File: config.mk
export PLATFORM = sky130hd
export DESIGN_NAME = marching_squares_cell_core
export DESIGN_NICKNAME = d
export VERILOG_FILES = /design/src/hdl/msq_pkg.sv /design/src/hdl/msq_divider.sv /design/src/hdl/msq_out_queue.sv /design/src/hdl/marching_squares_cell_core.sv
export SDC_FILE = /design/constraint.sdc
export NUM_CORES = 2
export LEC_CHECK = 0
export BUFFER_PORTS_ARGS = -buffer_cell sky130_fd_sc_hd__buf_2
export CAP_MARGIN = 20
export CORE_MARGIN = 2
export CORE_UTILIZATION = 62
export CTS_CLUSTER_DIAMETER = 80
export DETAILED_ROUTE_END_ITERATION = 12
export PLACE_DENSITY = 0.83
export SLEW_MARGIN = 15
export SYNTH_ARGS = -nofsm -noshare
export SYNTH_HDL_FRONTEND = slang
export SYNTH_SLANG_ARGS = --single-unit
File: constraint.sdc
create_clock -name clk -period 52.6 [get_ports clk]
set_input_delay 2.63 -clock clk [delete_from_list [all_inputs] [get_ports clk]]
set_output_delay 2.63 -clock clk [all_outputs]
set_load 0.1 [all_outputs]
File: src/hdl/msq_pkg.sv
// ----------------------------------------------------------------------------
// msq_pkg: shared types and constants for the marching squares cell core
// Item structs, edge codes, segment table and grid constants.
// ----------------------------------------------------------------------------
package msq_pkg;

	localparam int ROW_COUNT  = 64;
	localparam int COL_COUNT  = 64;
	localparam int VALUE_BITS = 16;
	localparam int FRAC_BITS  = 8;
	localparam int IDX_BITS   = 6;
	localparam int POS_BITS   = 14;
	localparam int QUO_BITS   = FRAC_BITS + 1;
	localparam int NUM_EDGES  = 4;

	localparam logic [IDX_BITS+1:0] ROW_LAST = (IDX_BITS+2)'(ROW_COUNT - 1);
	localparam logic [IDX_BITS+1:0] COL_LAST = (IDX_BITS+2)'(COL_COUNT - 1);
	localparam logic [QUO_BITS-1:0] ONE_CELL = QUO_BITS'(1 << FRAC_BITS);

	typedef logic [VALUE_BITS-1:0] value_t;
	typedef logic [POS_BITS-1:0]   pos_t;
	typedef logic [QUO_BITS-1:0]   frac_t;

	typedef enum logic [1:0] {
		EDGE_LEFT   = 2'd0,
		EDGE_RIGHT  = 2'd1,
		EDGE_TOP    = 2'd2,
		EDGE_BOTTOM = 2'd3
	} edge_t;

	typedef struct packed {
		logic [IDX_BITS-1:0] row_index;
		logic [IDX_BITS-1:0] col_index;
		value_t              corner_base;
		value_t              corner_next_row;
		value_t              corner_next_col;
		value_t              corner_diagonal;
	} cell_t;

	typedef struct packed {
		pos_t start_row_pos;
		pos_t start_col_pos;
		pos_t end_row_pos;
		pos_t end_col_pos;
		logic last_segment;
	} seg_t;

	typedef struct packed {
		logic [1:0] nseg;
		edge_t      a0;
		edge_t      b0;
		edge_t      a1;
		edge_t      b1;
	} plan_t;

	function automatic plan_t seg_plan(input logic [3:0] idx);
		plan_t p;
		p = '{nseg: 2'd1, a0: EDGE_LEFT, b0: EDGE_LEFT, a1: EDGE_LEFT, b1: EDGE_LEFT};
		unique case (idx)
			4'd0, 4'd15: p.nseg = 2'd0;
			4'd1, 4'd14: begin p.a0 = EDGE_LEFT;   p.b0 = EDGE_BOTTOM; end
			4'd2, 4'd13: begin p.a0 = EDGE_BOTTOM; p.b0 = EDGE_RIGHT;  end
			4'd3, 4'd12: begin p.a0 = EDGE_LEFT;   p.b0 = EDGE_RIGHT;  end
			4'd4, 4'd11: begin p.a0 = EDGE_TOP;    p.b0 = EDGE_RIGHT;  end
			4'd6, 4'd9:  begin p.a0 = EDGE_TOP;    p.b0 = EDGE_BOTTOM; end
			4'd7, 4'd8:  begin p.a0 = EDGE_LEFT;   p.b0 = EDGE_TOP;    end
			4'd5: begin
				p.nseg = 2'd2;
				p.a0 = EDGE_LEFT;   p.b0 = EDGE_TOP;
				p.a1 = EDGE_BOTTOM; p.b1 = EDGE_RIGHT;
			end
			default: begin
				p.nseg = 2'd2;
				p.a0 = EDGE_LEFT; p.b0 = EDGE_BOTTOM;
				p.a1 = EDGE_TOP;  p.b1 = EDGE_RIGHT;
			end
		endcase
		return p;
	endfunction

	// Grid position of index plus fraction, held at the last grid line.
	function automatic pos_t coord(input logic [IDX_BITS:0] idx, input frac_t f,
			input logic [IDX_BITS+1:0] last);
		logic [POS_BITS+3:0] p;
		logic [POS_BITS+3:0] lim;
		p   = ((POS_BITS+4)'(idx) << FRAC_BITS) + (POS_BITS+4)'(f);
		lim = (POS_BITS+4)'(last) << FRAC_BITS;
		if (p > lim) p = lim;
		return p[POS_BITS-1:0];
	endfunction

endpackage

File: src/hdl/msq_divider.sv
// ----------------------------------------------------------------------------
// msq_divider: pipelined restoring divider for one edge fraction
// Computes min((n << FRAC_BITS) / d, one cell), one quotient bit per stage.
// ----------------------------------------------------------------------------
module msq_divider (
	input  logic                         clk,
	input  logic                         adv,
	input  msq_pkg::value_t              num,
	input  msq_pkg::value_t              den,
	output msq_pkg::frac_t               quo
);
	localparam int QB = msq_pkg::QUO_BITS;
	localparam int VB = msq_pkg::VALUE_BITS;

	// Stage k holds remainder, divisor and quotient bits found so far.
	logic [VB:0]   rem_s [QB+1];
	msq_pkg::value_t den_s [QB+1];
	logic [QB-1:0] q_s   [QB+1];

	always_comb begin
		rem_s[0] = {1'b0, num};
		den_s[0] = den;
		q_s[0]   = '0;
	end

	// The quotient can be at most 2^FRAC_BITS only when num <= den, which
	// holds on every edge a segment uses; the clamp keeps other edges sane.
	for (genvar k = 0; k < QB; k++) begin : g_bit
		logic [VB+1:0] shifted;
		logic [VB:0]   r_next;
		logic          qb;
		always_comb begin
			if (k == 0) shifted = {1'b0, rem_s[k]};
			else        shifted = {rem_s[k], 1'b0};
			qb     = shifted >= {2'b00, den_s[k]};
			r_next = qb ? (VB+1)'(shifted - {2'b00, den_s[k]}) : shifted[VB:0];
		end
		always_ff @(posedge clk) begin
			if (adv) begin
				rem_s[k+1] <= r_next;
				den_s[k+1] <= den_s[k];
				q_s[k+1]   <= {q_s[k][QB-2:0], qb};
			end
		end
	end

	assign quo = (q_s[QB] > msq_pkg::ONE_CELL) ? msq_pkg::ONE_CELL : q_s[QB];
endmodule

File: src/hdl/msq_out_queue.sv
// ----------------------------------------------------------------------------
// msq_out_queue: output skid queue for segment items
// Four-entry FIFO; reports room for the items still in flight upstream.
// ----------------------------------------------------------------------------
module msq_out_queue (
	input  logic           clk,
	input  logic           arst_n,
	input  logic           push,
	input  msq_pkg::seg_t  push_data,
	output logic           almost_full,
	output logic           out_valid,
	input  logic           out_ready,
	output msq_pkg::seg_t  out_data
);
	msq_pkg::seg_t mem_q [4];
	logic [1:0] wr_q, rd_q;
	logic [2:0] cnt_q;
	logic pop;

	assign pop = out_valid && out_ready;
	assign out_valid = cnt_q != 3'd0;
	assign out_data = mem_q[rd_q];
	assign almost_full = cnt_q >= 3'd3;

	always_ff @(posedge clk) begin
		if (push) mem_q[wr_q] <= push_data;
	end

	always_ff @(posedge clk or negedge arst_n) begin
		if (!arst_n) begin
			wr_q <= '0;
			rd_q <= '0;
			cnt_q <= '0;
		end else begin
			if (push) wr_q <= wr_q + 2'd1;
			if (pop) rd_q <= rd_q + 2'd1;
			cnt_q <= cnt_q + 3'(push) - 3'(pop);
		end
	end
endmodule

File: src/hdl/marching_squares_cell_core.sv
// ----------------------------------------------------------------------------
// marching_squares_cell_core: marching squares isoline segment generator
// Classifies one grid cell per item and emits its contour segments.
// ----------------------------------------------------------------------------
// Usage: cells enter on in_valid/in_ready with a cell_t payload; segments
// leave on out_valid/out_ready as seg_t items, one or two per cell, the last
// one flagged by last_segment. A cell whose four corners all lie on the same
// side of the level produces no item.
// The level register is written on cfg_valid/cfg_ready (always ready) and
// must only change while the block is idle.
// Stage 1 thresholds corners and forms edge numerators and divisors, nine
// divider stages (one quotient bit each) follow, and a final stage forms
// coordinates and writes the output queue.
// A cell enters every cycle while the pipeline moves; a saddle cell stalls
// the input while its second segment is written, so the output channel sets
// the sustained rate. The pipeline advances as one unit; it stalls
// when a segment is waiting in the second slot or the output queue lacks
// room, and nothing is lost or repeated.
// Reset clears the valid bits and the queue and loads level with 32768.
// ----------------------------------------------------------------------------
module marching_squares_cell_core (
	input  logic                  clk,
	input  logic                  arst_n,
	input  logic                  in_valid,
	output logic                  in_ready,
	input  msq_pkg::cell_t        in_data,
	output logic                  out_valid,
	input  logic                  out_ready,
	output msq_pkg::seg_t         out_data,
	input  logic                  cfg_valid,
	output logic                  cfg_ready,
	input  msq_pkg::value_t       cfg_data
);
	localparam int DEPTH = msq_pkg::QUO_BITS;
	localparam int IB = msq_pkg::IDX_BITS;

	msq_pkg::value_t level_q;
	logic adv, almost_full, push;

	assign cfg_ready = 1'b1;
	always_ff @(posedge clk or negedge arst_n) begin
		if (!arst_n) level_q <= msq_pkg::value_t'(32768);
		else if (cfg_valid) level_q <= cfg_data;
	end

	// Stage 1: case index, segment plan and edge divider operands.
	msq_pkg::plan_t plan_c;
	logic [3:0] idx_c;
	msq_pkg::value_t num_c [msq_pkg::NUM_EDGES];
	msq_pkg::value_t den_c [msq_pkg::NUM_EDGES];

	function automatic logic [2*msq_pkg::VALUE_BITS-1:0] edge_ops(
			input msq_pkg::value_t v0, input msq_pkg::value_t v1,
			input msq_pkg::value_t t);
		msq_pkg::value_t n, d;
		// Zero numerator yields fraction zero; zero divisor is forced likewise.
		if (v1 > v0) begin
			d = v1 - v0;
			n = (t > v0) ? t - v0 : '0;
		end else begin
			d = v0 - v1;
			n = (v0 > t) ? v0 - t : '0;
		end
		if (d == '0) begin
			n = '0;
			d = msq_pkg::value_t'(1);
		end
		return {n, d};
	endfunction

	always_comb begin
		idx_c = {in_data.corner_base > level_q, in_data.corner_next_row > level_q,
			in_data.corner_diagonal > level_q, in_data.corner_next_col > level_q};
		plan_c = msq_pkg::seg_plan(idx_c);
		{num_c[msq_pkg::EDGE_LEFT], den_c[msq_pkg::EDGE_LEFT]} =
			edge_ops(in_data.corner_base, in_data.corner_next_col, level_q);
		{num_c[msq_pkg::EDGE_RIGHT], den_c[msq_pkg::EDGE_RIGHT]} =
			edge_ops(in_data.corner_next_row, in_data.corner_diagonal, level_q);
		{num_c[msq_pkg::EDGE_TOP], den_c[msq_pkg::EDGE_TOP]} =
			edge_ops(in_data.corner_base, in_data.corner_next_row, level_q);
		{num_c[msq_pkg::EDGE_BOTTOM], den_c[msq_pkg::EDGE_BOTTOM]} =
			edge_ops(in_data.corner_next_col, in_data.corner_diagonal, level_q);
	end

	msq_pkg::value_t num_s1 [msq_pkg::NUM_EDGES];
	msq_pkg::value_t den_s1 [msq_pkg::NUM_EDGES];
	msq_pkg::plan_t plan_s1;
	logic [IB-1:0] row_s1, col_s1;
	logic vld_s1;

	// Busy second slot: a saddle's second segment waiting for the queue.
	logic pend_q;
	msq_pkg::seg_t pend_seg_q;

	assign adv = !almost_full && !pend_q;
	assign in_ready = adv;

	always_ff @(posedge clk or negedge arst_n) begin
		if (!arst_n) vld_s1 <= 1'b0;
		else if (adv) vld_s1 <= in_valid && (plan_c.nseg != 2'd0);
	end
	always_ff @(posedge clk) begin
		if (adv) begin
			num_s1 <= num_c;
			den_s1 <= den_c;
			plan_s1 <= plan_c;
			row_s1 <= in_data.row_index;
			col_s1 <= in_data.col_index;
		end
	end

	msq_pkg::frac_t frac [msq_pkg::NUM_EDGES];
	for (genvar e = 0; e < msq_pkg::NUM_EDGES; e++) begin : g_div
		msq_divider u_div (
			.clk(clk), .adv(adv), .num(num_s1[e]), .den(den_s1[e]), .quo(frac[e])
		);
	end

	// Side band travelling alongside the divider stages.
	logic vld_d [DEPTH+1];
	msq_pkg::plan_t plan_d [DEPTH+1];
	logic [IB-1:0] row_d [DEPTH+1];
	logic [IB-1:0] col_d [DEPTH+1];
	always_comb begin
		vld_d[0] = vld_s1;
		plan_d[0] = plan_s1;
		row_d[0] = row_s1;
		col_d[0] = col_s1;
	end
	for (genvar k = 0; k < DEPTH; k++) begin : g_side
		always_ff @(posedge clk or negedge arst_n) begin
			if (!arst_n) vld_d[k+1] <= 1'b0;
			else if (adv) vld_d[k+1] <= vld_d[k];
		end
		always_ff @(posedge clk) begin
			if (adv) begin
				plan_d[k+1] <= plan_d[k];
				row_d[k+1] <= row_d[k];
				col_d[k+1] <= col_d[k];
			end
		end
	end

	// Final stage: coordinates of every edge point, then segment assembly.
	msq_pkg::pos_t er [msq_pkg::NUM_EDGES];
	msq_pkg::pos_t ec [msq_pkg::NUM_EDGES];
	msq_pkg::plan_t pl;
	msq_pkg::seg_t seg0_c, seg1_c;
	logic [IB:0] r0, c0;

	always_comb begin
		pl = plan_d[DEPTH];
		r0 = {1'b0, row_d[DEPTH]};
		c0 = {1'b0, col_d[DEPTH]};
		er[msq_pkg::EDGE_LEFT]   = msq_pkg::coord(r0, '0, msq_pkg::ROW_LAST);
		ec[msq_pkg::EDGE_LEFT]   = msq_pkg::coord(c0, frac[msq_pkg::EDGE_LEFT],
			msq_pkg::COL_LAST);
		er[msq_pkg::EDGE_RIGHT]  = msq_pkg::coord(r0 + 1'b1, '0, msq_pkg::ROW_LAST);
		ec[msq_pkg::EDGE_RIGHT]  = msq_pkg::coord(c0, frac[msq_pkg::EDGE_RIGHT],
			msq_pkg::COL_LAST);
		er[msq_pkg::EDGE_TOP]    = msq_pkg::coord(r0, frac[msq_pkg::EDGE_TOP],
			msq_pkg::ROW_LAST);
		ec[msq_pkg::EDGE_TOP]    = msq_pkg::coord(c0, '0, msq_pkg::COL_LAST);
		er[msq_pkg::EDGE_BOTTOM] = msq_pkg::coord(r0, frac[msq_pkg::EDGE_BOTTOM],
			msq_pkg::ROW_LAST);
		ec[msq_pkg::EDGE_BOTTOM] = msq_pkg::coord(c0 + 1'b1, '0, msq_pkg::COL_LAST);
		seg0_c = '{er[pl.a0], ec[pl.a0], er[pl.b0], ec[pl.b0], pl.nseg == 2'd1};
		seg1_c = '{er[pl.a1], ec[pl.a1], er[pl.b1], ec[pl.b1], 1'b1};
	end

	logic fire;
	assign fire = adv && vld_d[DEPTH];
	assign push = fire || pend_q;

	always_ff @(posedge clk or negedge arst_n) begin
		if (!arst_n) pend_q <= 1'b0;
		else if (pend_q) pend_q <= 1'b0;
		else if (fire && pl.nseg == 2'd2) pend_q <= 1'b1;
	end
	always_ff @(posedge clk) begin
		if (fire) pend_seg_q <= seg1_c;
	end

	msq_out_queue u_queue (
		.clk(clk), .arst_n(arst_n), .push(push),
		.push_data(pend_q ? pend_seg_q : seg0_c), .almost_full(almost_full),
		.out_valid(out_valid), .out_ready(out_ready), .out_data(out_data)
	);

	// A pending second segment always lands in the queue the next cycle.
	assert property (@(posedge clk) disable iff (!arst_n) pend_q |=> !pend_q)
		else $error("second segment held more than one cycle");
	// Input is never taken while the second segment is pending.
	assert property (@(posedge clk) disable iff (!arst_n) pend_q |-> !in_ready)
		else $error("input accepted during second segment");
	// A saddle's first segment is never flagged as last.
	assert property (@(posedge clk) disable iff (!arst_n)
		(fire && pl.nseg == 2'd2) |-> !seg0_c.last_segment)
		else $error("saddle first segment marked last");
endmodule

# Yosys cells after proc, flatten, opt, wreduce, memory -nomap -nowiden
# Memories as Yosys holds them, arrays and structs flattened.
# Index checks and enable logic that the tools add are counted.
# Widths: inputs -> output; s select.
# totals
ff_bits,1674
ram_bits,228
in_bits,97
out_inout_bits,60
elab_cells,483
n_memories,1
# op_classes
add_sub_neg,56
n_lt_le_gt_ge,64
n_eq_ne,16
n_mux,90
bitwise,4
reduce_logical,23
# mem_list
name,words,width,read_ports,rd_ports_with_merged_regs,write_ports,line_no,text
u_queue.mem_q,4,57,1,0,1,msq_out_queue.sv:15,msq_pkg::seg_t mem_q [4];
# ops
operator,n
$ge 18x16->1,32
$mux 17,28
$sub 17x16->17,28
$mux 14,24
$mux 16,18
$bmux 14 s2,8
$sub 16x16->16,14
$gt 16x16->1,11
$gt 15x14->1 const B,6
$sub 16x16->17,4
$ge 16x16->1,4
$logic_not 16->1,4
$add 14x9->15,4
$mux 57,1
$gt 9x9->1 const B,4
$mux 9,4
$eq 4x4->1 const B,7
$gt 14x14->1 const B,2
$pmux 4 s6,1
$eq 4x3->1 const B,4
$add 6x1->7 const B,2
$reduce_or 14->1,1
$ge 3x3->1 const B,4
$not 2->3,4
20 further kinds,34

# Longest topological paths before layout
# logic_depth
depth_word,9
mapped_depth,18
depth_no_buf,15

# Hierarchy
# Synthesis repeated with hierarchy kept, for this count alone.
# unflattened
cells_unflattened,9739
area_unflattened_um2,111179.1
# modules_own_cells
module,instances,cells_each,area_each_um2,seq_area_each_um2
msq_divider (g_div[0].u_div ...),3,1641,18485.2,9278.9
marching_squares_cell_core,1,2802,28252.1,11967.7
msq_divider (g_div[3].u_div),1,1679,18823.1,9278.9
msq_out_queue,1,335,8648.3,7021.7

# Least setup slack after synthesis
# No wires, ideal clock.
# synth_timing
path_kind,register -> output
from,register u_queue.cnt_q[1]
to,output port in_ready
t_arrival_ps,44056
required_ps,49970
setup_slack_ps,5914
stages_incl_launch_ff,6
n_path_buf,1
path_cell_list,dfrtp_1 -> ha_1 -> o21ai_0 -> nand2_1 -> inv_1 -> clkbuf_1
# synth_between
elab_chain_cells,3
# synth_lines
item,line_no,text
from (decl),msq_out_queue.sv:17,logic [2:0] cnt_q;
from (signal assigned),msq_out_queue.sv:37,cnt_q <= cnt_q + 3'(push) - 3'(pop);
$ge 3x2->1,msq_out_queue.sv:23,assign almost_full = cnt_q >= 3'd3;
$logic_not 1->1,marching_squares_cell_core.sv:95,assign adv = !almost_full && !pend_q;
$logic_and 1x1->1,marching_squares_cell_core.sv:95,
to (decl),marching_squares_cell_core.sv:25,"output logic in_ready,"
# No other way between the ends.

# Worst setup path in the final report
# layout_timing
from,input port in_data[11] in the netlist's numbering
to,register num_s1[2] (netlist name)
# layout_between
elab_chain_cells,3
word_cells_on_any_way,6
classes_between,add/sub: 2; order compare: 1; mux: 2; reduce/logical: 1
# layout_lines
item,line_no,text
from (decl),marching_squares_cell_core.sv:26,"input msq_pkg::cell_t in_data,"
$sub 16x16->16 (tied with other cells),marching_squares_cell_core.sv:61,d = v0 - v1;
$mux 16,marching_squares_cell_core.sv:57,if (v1 > v0) begin
$logic_not 16->1,marching_squares_cell_core.sv:64,if (d == '0) begin
# Several ways; a longest one is shown, not always the timed one.
# A chain may end at the register's enable or synchronous reset.

==> impl_summary.txt <==
----------------------------------------------------
[Worst setup path]
  R2R depth ... 14
  Maximum net fanout on the critical path ... 17
  Crit path arrival time ... 6.97 ns
  Launch point of the worst reg-to-reg path ... level_q[1]$_DFFE_PN0P_
  Classification of the worst setup path ... input pin to flop
  Type of destination of the critical path ... flop
  Nature of the critical path startpoint ... input pin
  CP required ... 53.13 ns
  R2R Path End ... num_s1[57]$_SDFFCE_PN0P_
  Worst setup startpoint ... in_data[11]
  Reg2Reg Setup Slack ... around 47 ns

[Global routing]
  Pin count of the biggest net entering global routing ... 208
  Total Routing Usage GR ... 29.51%
  Total overflow reported by the global router ... 0
  Number of global-route vias before repair ... slightly below 70k
  First-pass GRT wire length ... between 300000 and 400000 um
  Antenna violations before repair ... 18

[Place]
  Number of instances in the placed design ... 11.11k
  Placer's final routability congestion estimate ... 1.019
  Number of input and output port buffers inserted ... approximately 160
  DPL Wire Length ... 188000 um

[Floorplan]
  Boundary pin count ... 157
  DIE WIDTH ... 413.9 um
  Floorplan die area ... 0.1713 mm^2
  Std-Cell Core Area ... 0.1670 mm^2
  Height of the chip ... 413.9 um
  Std cell rows ... 150
  Starting density of the core ... 62.38%

[Logic synthesis]
  Synth warnings ... 0
  Post-synthesis register bit count ... ~1.9k
  Syn Nets ... 9925
  Share of flip-flops with an asynchronous set or reset after synthesis ... 1.814%
  Cell area after synthesis ... 0.1042 mm^2
  Post-synth EDFFs ... between 1.5k and 2k
  Post-synthesis area per instance ... 11.64 um^2
  Sequential share of the synthesized area ... 53.85%
  Synth Instances ... just under 9k
  Most frequently used flop master after synthesis ... sky130_fd_sc_hd__edfxtp_1
  Number of different library cells in the post-synthesis netlist ... just under 100

[STA]
  Final critical delay including setup and external delays ... 6.442 ns
  Unrepaired setup endpoints after global routing ... no
  Final Max Tran Viols ... 0
  Setup TNS ... 0 ns
  Slew at the pin with the worst max-slew slack ... 1.188 ns
  Clock Skews ... around 0.024 ns
  F_max ... 155.2 MHz
  Final hold violation count ... 0
  Final Setup Violations ... 0
  Worst rel slew slack ... 20.80%
  Share of the clock period used by the worst path after layout ... 12.25%

[Route]
  Iteration count of the initial detailed-routing pass ... 7
  Final routed DRC violation total ... 0
  Avg WL per Cell ... 22.12 um
  Antenna violation net count after detailed routing ... 0
  Routed via count divided by cell count ... 6.073
  Drt first-iter violations ... 6367
  Wirelength, routed ... around 250000 um
  Total via count in the routed design ... 69.56k

[Status]
  Outcome ... finished, final reports clean

[CTS]
  TritonCTS clock tree ... yes
  Hold-fix buffers, CTS ... 0
  Longest Clk Path Bufs ... 3
  Root buffer cell ... sky130_fd_sc_hd__clkbuf_16
  Total clock buffers created by CTS ... 186
  CTS clock-pin slew for the worst setup and hold paths ... 0.06 ns
  TritonCTS sink count ... 1874
  Post-CTS Resized ... 0
  Clock network latency to the later pin of the worst-skew pair ... 0.84 ns
  H-tree depth reported by CTS ... 4
  Setup fix buffers added after clock tree synthesis ... 0

[Layout]
  Fill cell total of the finished layout ... 11.44k
  Share of layout cells above drive strength 1 ... 9.293%
  Leading cell type in the layout, fill and taps excluded ... sky130_fd_sc_hd__edfxtp_1
  Final standard cell count with taps included and fillers excluded ... 11.45k
  Commonest cells after routing, fill and taps aside ... sky130_fd_sc_hd__edfxtp_1, sky130_fd_sc_hd__inv_1, sky130_fd_sc_hd__ha_1
  Signed area change from the synthesized netlist to the final layout ... 8.702%
  Layout Nets ... 10.07k

[Hold path]
  Worst hold path endpoint ... g_div[0].u_div.q_s[29]$_DFFE_PP_
  Class of the worst hold path ... flop to flop
  Startpoint of the lowest-slack hold path ... g_div[0].u_div.q_s[37]$_DFFE_PP_
  Worst Hold Path Cells ... 0

[Job]
  Max cap viols ... 0

----------------------------------------------------
## synthesized netlist by cell type, types with 27 or more instances
cell type                  instances  share of area, %
sky130_fd_sc_hd__nand2b_1        112              0.67
sky130_fd_sc_hd__clkbuf_1        200              0.72
sky130_fd_sc_hd__fa_1             47              0.90
sky130_fd_sc_hd__inv_1           933               3.4
sky130_fd_sc_hd__o21a_1           64              0.46
sky130_fd_sc_hd__nor4_1           27              0.16
sky130_fd_sc_hd__and2_1           53              0.32
sky130_fd_sc_hd__a211o_1          30              0.25
sky130_fd_sc_hd__xor2_1          182               1.5
sky130_fd_sc_hd__o31ai_1          48              0.35
sky130_fd_sc_hd__or3_1            39              0.23
sky130_fd_sc_hd__o21bai_1         56              0.40
sky130_fd_sc_hd__nor2b_1         151              0.91
sky130_fd_sc_hd__a21o_1          240               1.7
sky130_fd_sc_hd__a211oi_1         50              0.36
sky130_fd_sc_hd__a21boi_0        105              0.76
sky130_fd_sc_hd__dfrtp_1          33              0.79
sky130_fd_sc_hd__nor3_1          117              0.56
sky130_fd_sc_hd__nand4_1         106              0.64
sky130_fd_sc_hd__mux4_2           87               1.9
sky130_fd_sc_hd__edfxtp_1       1840                53
sky130_fd_sc_hd__ha_1            827               9.9
sky130_fd_sc_hd__and3_1           39              0.23
sky130_fd_sc_hd__a31oi_1          79              0.47
sky130_fd_sc_hd__nand3_1         158              0.76
sky130_fd_sc_hd__mux2_2          203               2.2
sky130_fd_sc_hd__mux2i_1          55              0.53
sky130_fd_sc_hd__a21oi_1         574               2.8
sky130_fd_sc_hd__a221oi_1         39              0.33
sky130_fd_sc_hd__xnor2_1         306               2.6
sky130_fd_sc_hd__nand2_1         571               2.1
sky130_fd_sc_hd__o21ai_0         595               2.9
sky130_fd_sc_hd__nor2_1          583               2.1
## sequential cells by signal (all words and copies together), names as in the netlist, 6 cells and up
signal	flops
u_queue.mem_q	228
pend_seg_q	48
g_div.u_div.q_s	180
vld_d	9
row_d	48
col_s1	6
plan_d	72
num_s1	64
level_q	16
col_d	48
r0	6
pl	8
den_s1	64
c0	6
g_div.u_div.g_bit.shifted	544
g_div.u_div.den_s	512
row_s1	6
## worst max path at each step
stage	cells after the start	endpoint	slack, ns
2_1_floorplan	5	in_ready	5.91
3_3_place_gp	14	num_s1[63]$_SDFFCE_PN0P_	45.42
3_5_place_dp	14	num_s1[63]$_SDFFCE_PN0P_	45.34
4_1_cts	14	num_s1[2]$_SDFFCE_PN0P_	46.23
5_1_grt	15	num_s1[31]$_SDFFCE_PN0P_	45.83
6_report	14	num_s1[2]$_SDFFCE_PN0P_	46.16
## cell type report
cell class	instances	area, um^2	share of cell area (%)
Clock inverter	95	1021	0.9015
Multi-Input combinational cell	5898	43640	38.54
Inverter	935	3517	3.105
Clock buffer	242	5009	4.422
Tap cell	2204	2758	2.435
Antenna cell	6	15.01	0.01326
Sequential cell	1874	56110	49.54
Timing Repair Buffer	200	1180	1.042
## cells by family after synthesis
| logic type | after synthesis | synth area share [%] |
|---|---|---|
| compound gates | 2134 | 12.87 |
| other cells | 1 | 0.003599 |
| fa+ha+maj | 874 | 10.83 |
| buf+inv | 1182 | 4.332 |
| flops | 1874 | 53.85 |
| mux | 345 | 4.603 |
| simple gates | 2056 | 9.408 |
| xor+xnor | 488 | 4.102 |
## worst max-delay path, stage by stage
cell and delay, ns:
sky130_fd_sc_hd__buf_2 0.15, sky130_fd_sc_hd__inv_1 0.10, sky130_fd_sc_hd__ha_1 0.54, sky130_fd_sc_hd__nand3_2 0.19, sky130_fd_sc_hd__or4_4 0.59, sky130_fd_sc_hd__nand2b_1 0.19
sky130_fd_sc_hd__a211o_1 0.21, sky130_fd_sc_hd__nand2_1 0.36, sky130_fd_sc_hd__mux2i_1 0.30, sky130_fd_sc_hd__xor2_1 0.14, sky130_fd_sc_hd__or4_1 0.54, sky130_fd_sc_hd__nor2_1 0.09
sky130_fd_sc_hd__and4b_1 0.79, sky130_fd_sc_hd__nor3_1 0.15
## stage by stage
stage,setup slack (ns),hold WS (ns),utilization (%),area [um^2]
global route,45.83,0.4126,67.80,113200
CTS,46.23,0.4047,67.77,113200
finish,46.16,0.4043,67.80,113300
detailed placement,45.34,0.4045,64.16,107200
floorplan,5.914,0.4003,-,104200
global placement,45.42,0.4002,64.16,107200
## per-layer routing
layer | track usage, % | vias up | wire (um)
met5 | 0 | - | 142
met4 | 13.67 | 22 | 12290
met3 | 4.017 | 542 | 14800
met2 | 49.20 | 2620 | 121700
met1 | 38.49 | 33440 | 104400
li1 | - | 32940 | -
Power is not shown: default switching activity piles up to over one toggle a cycle in this logic, so the estimate is an artifact.
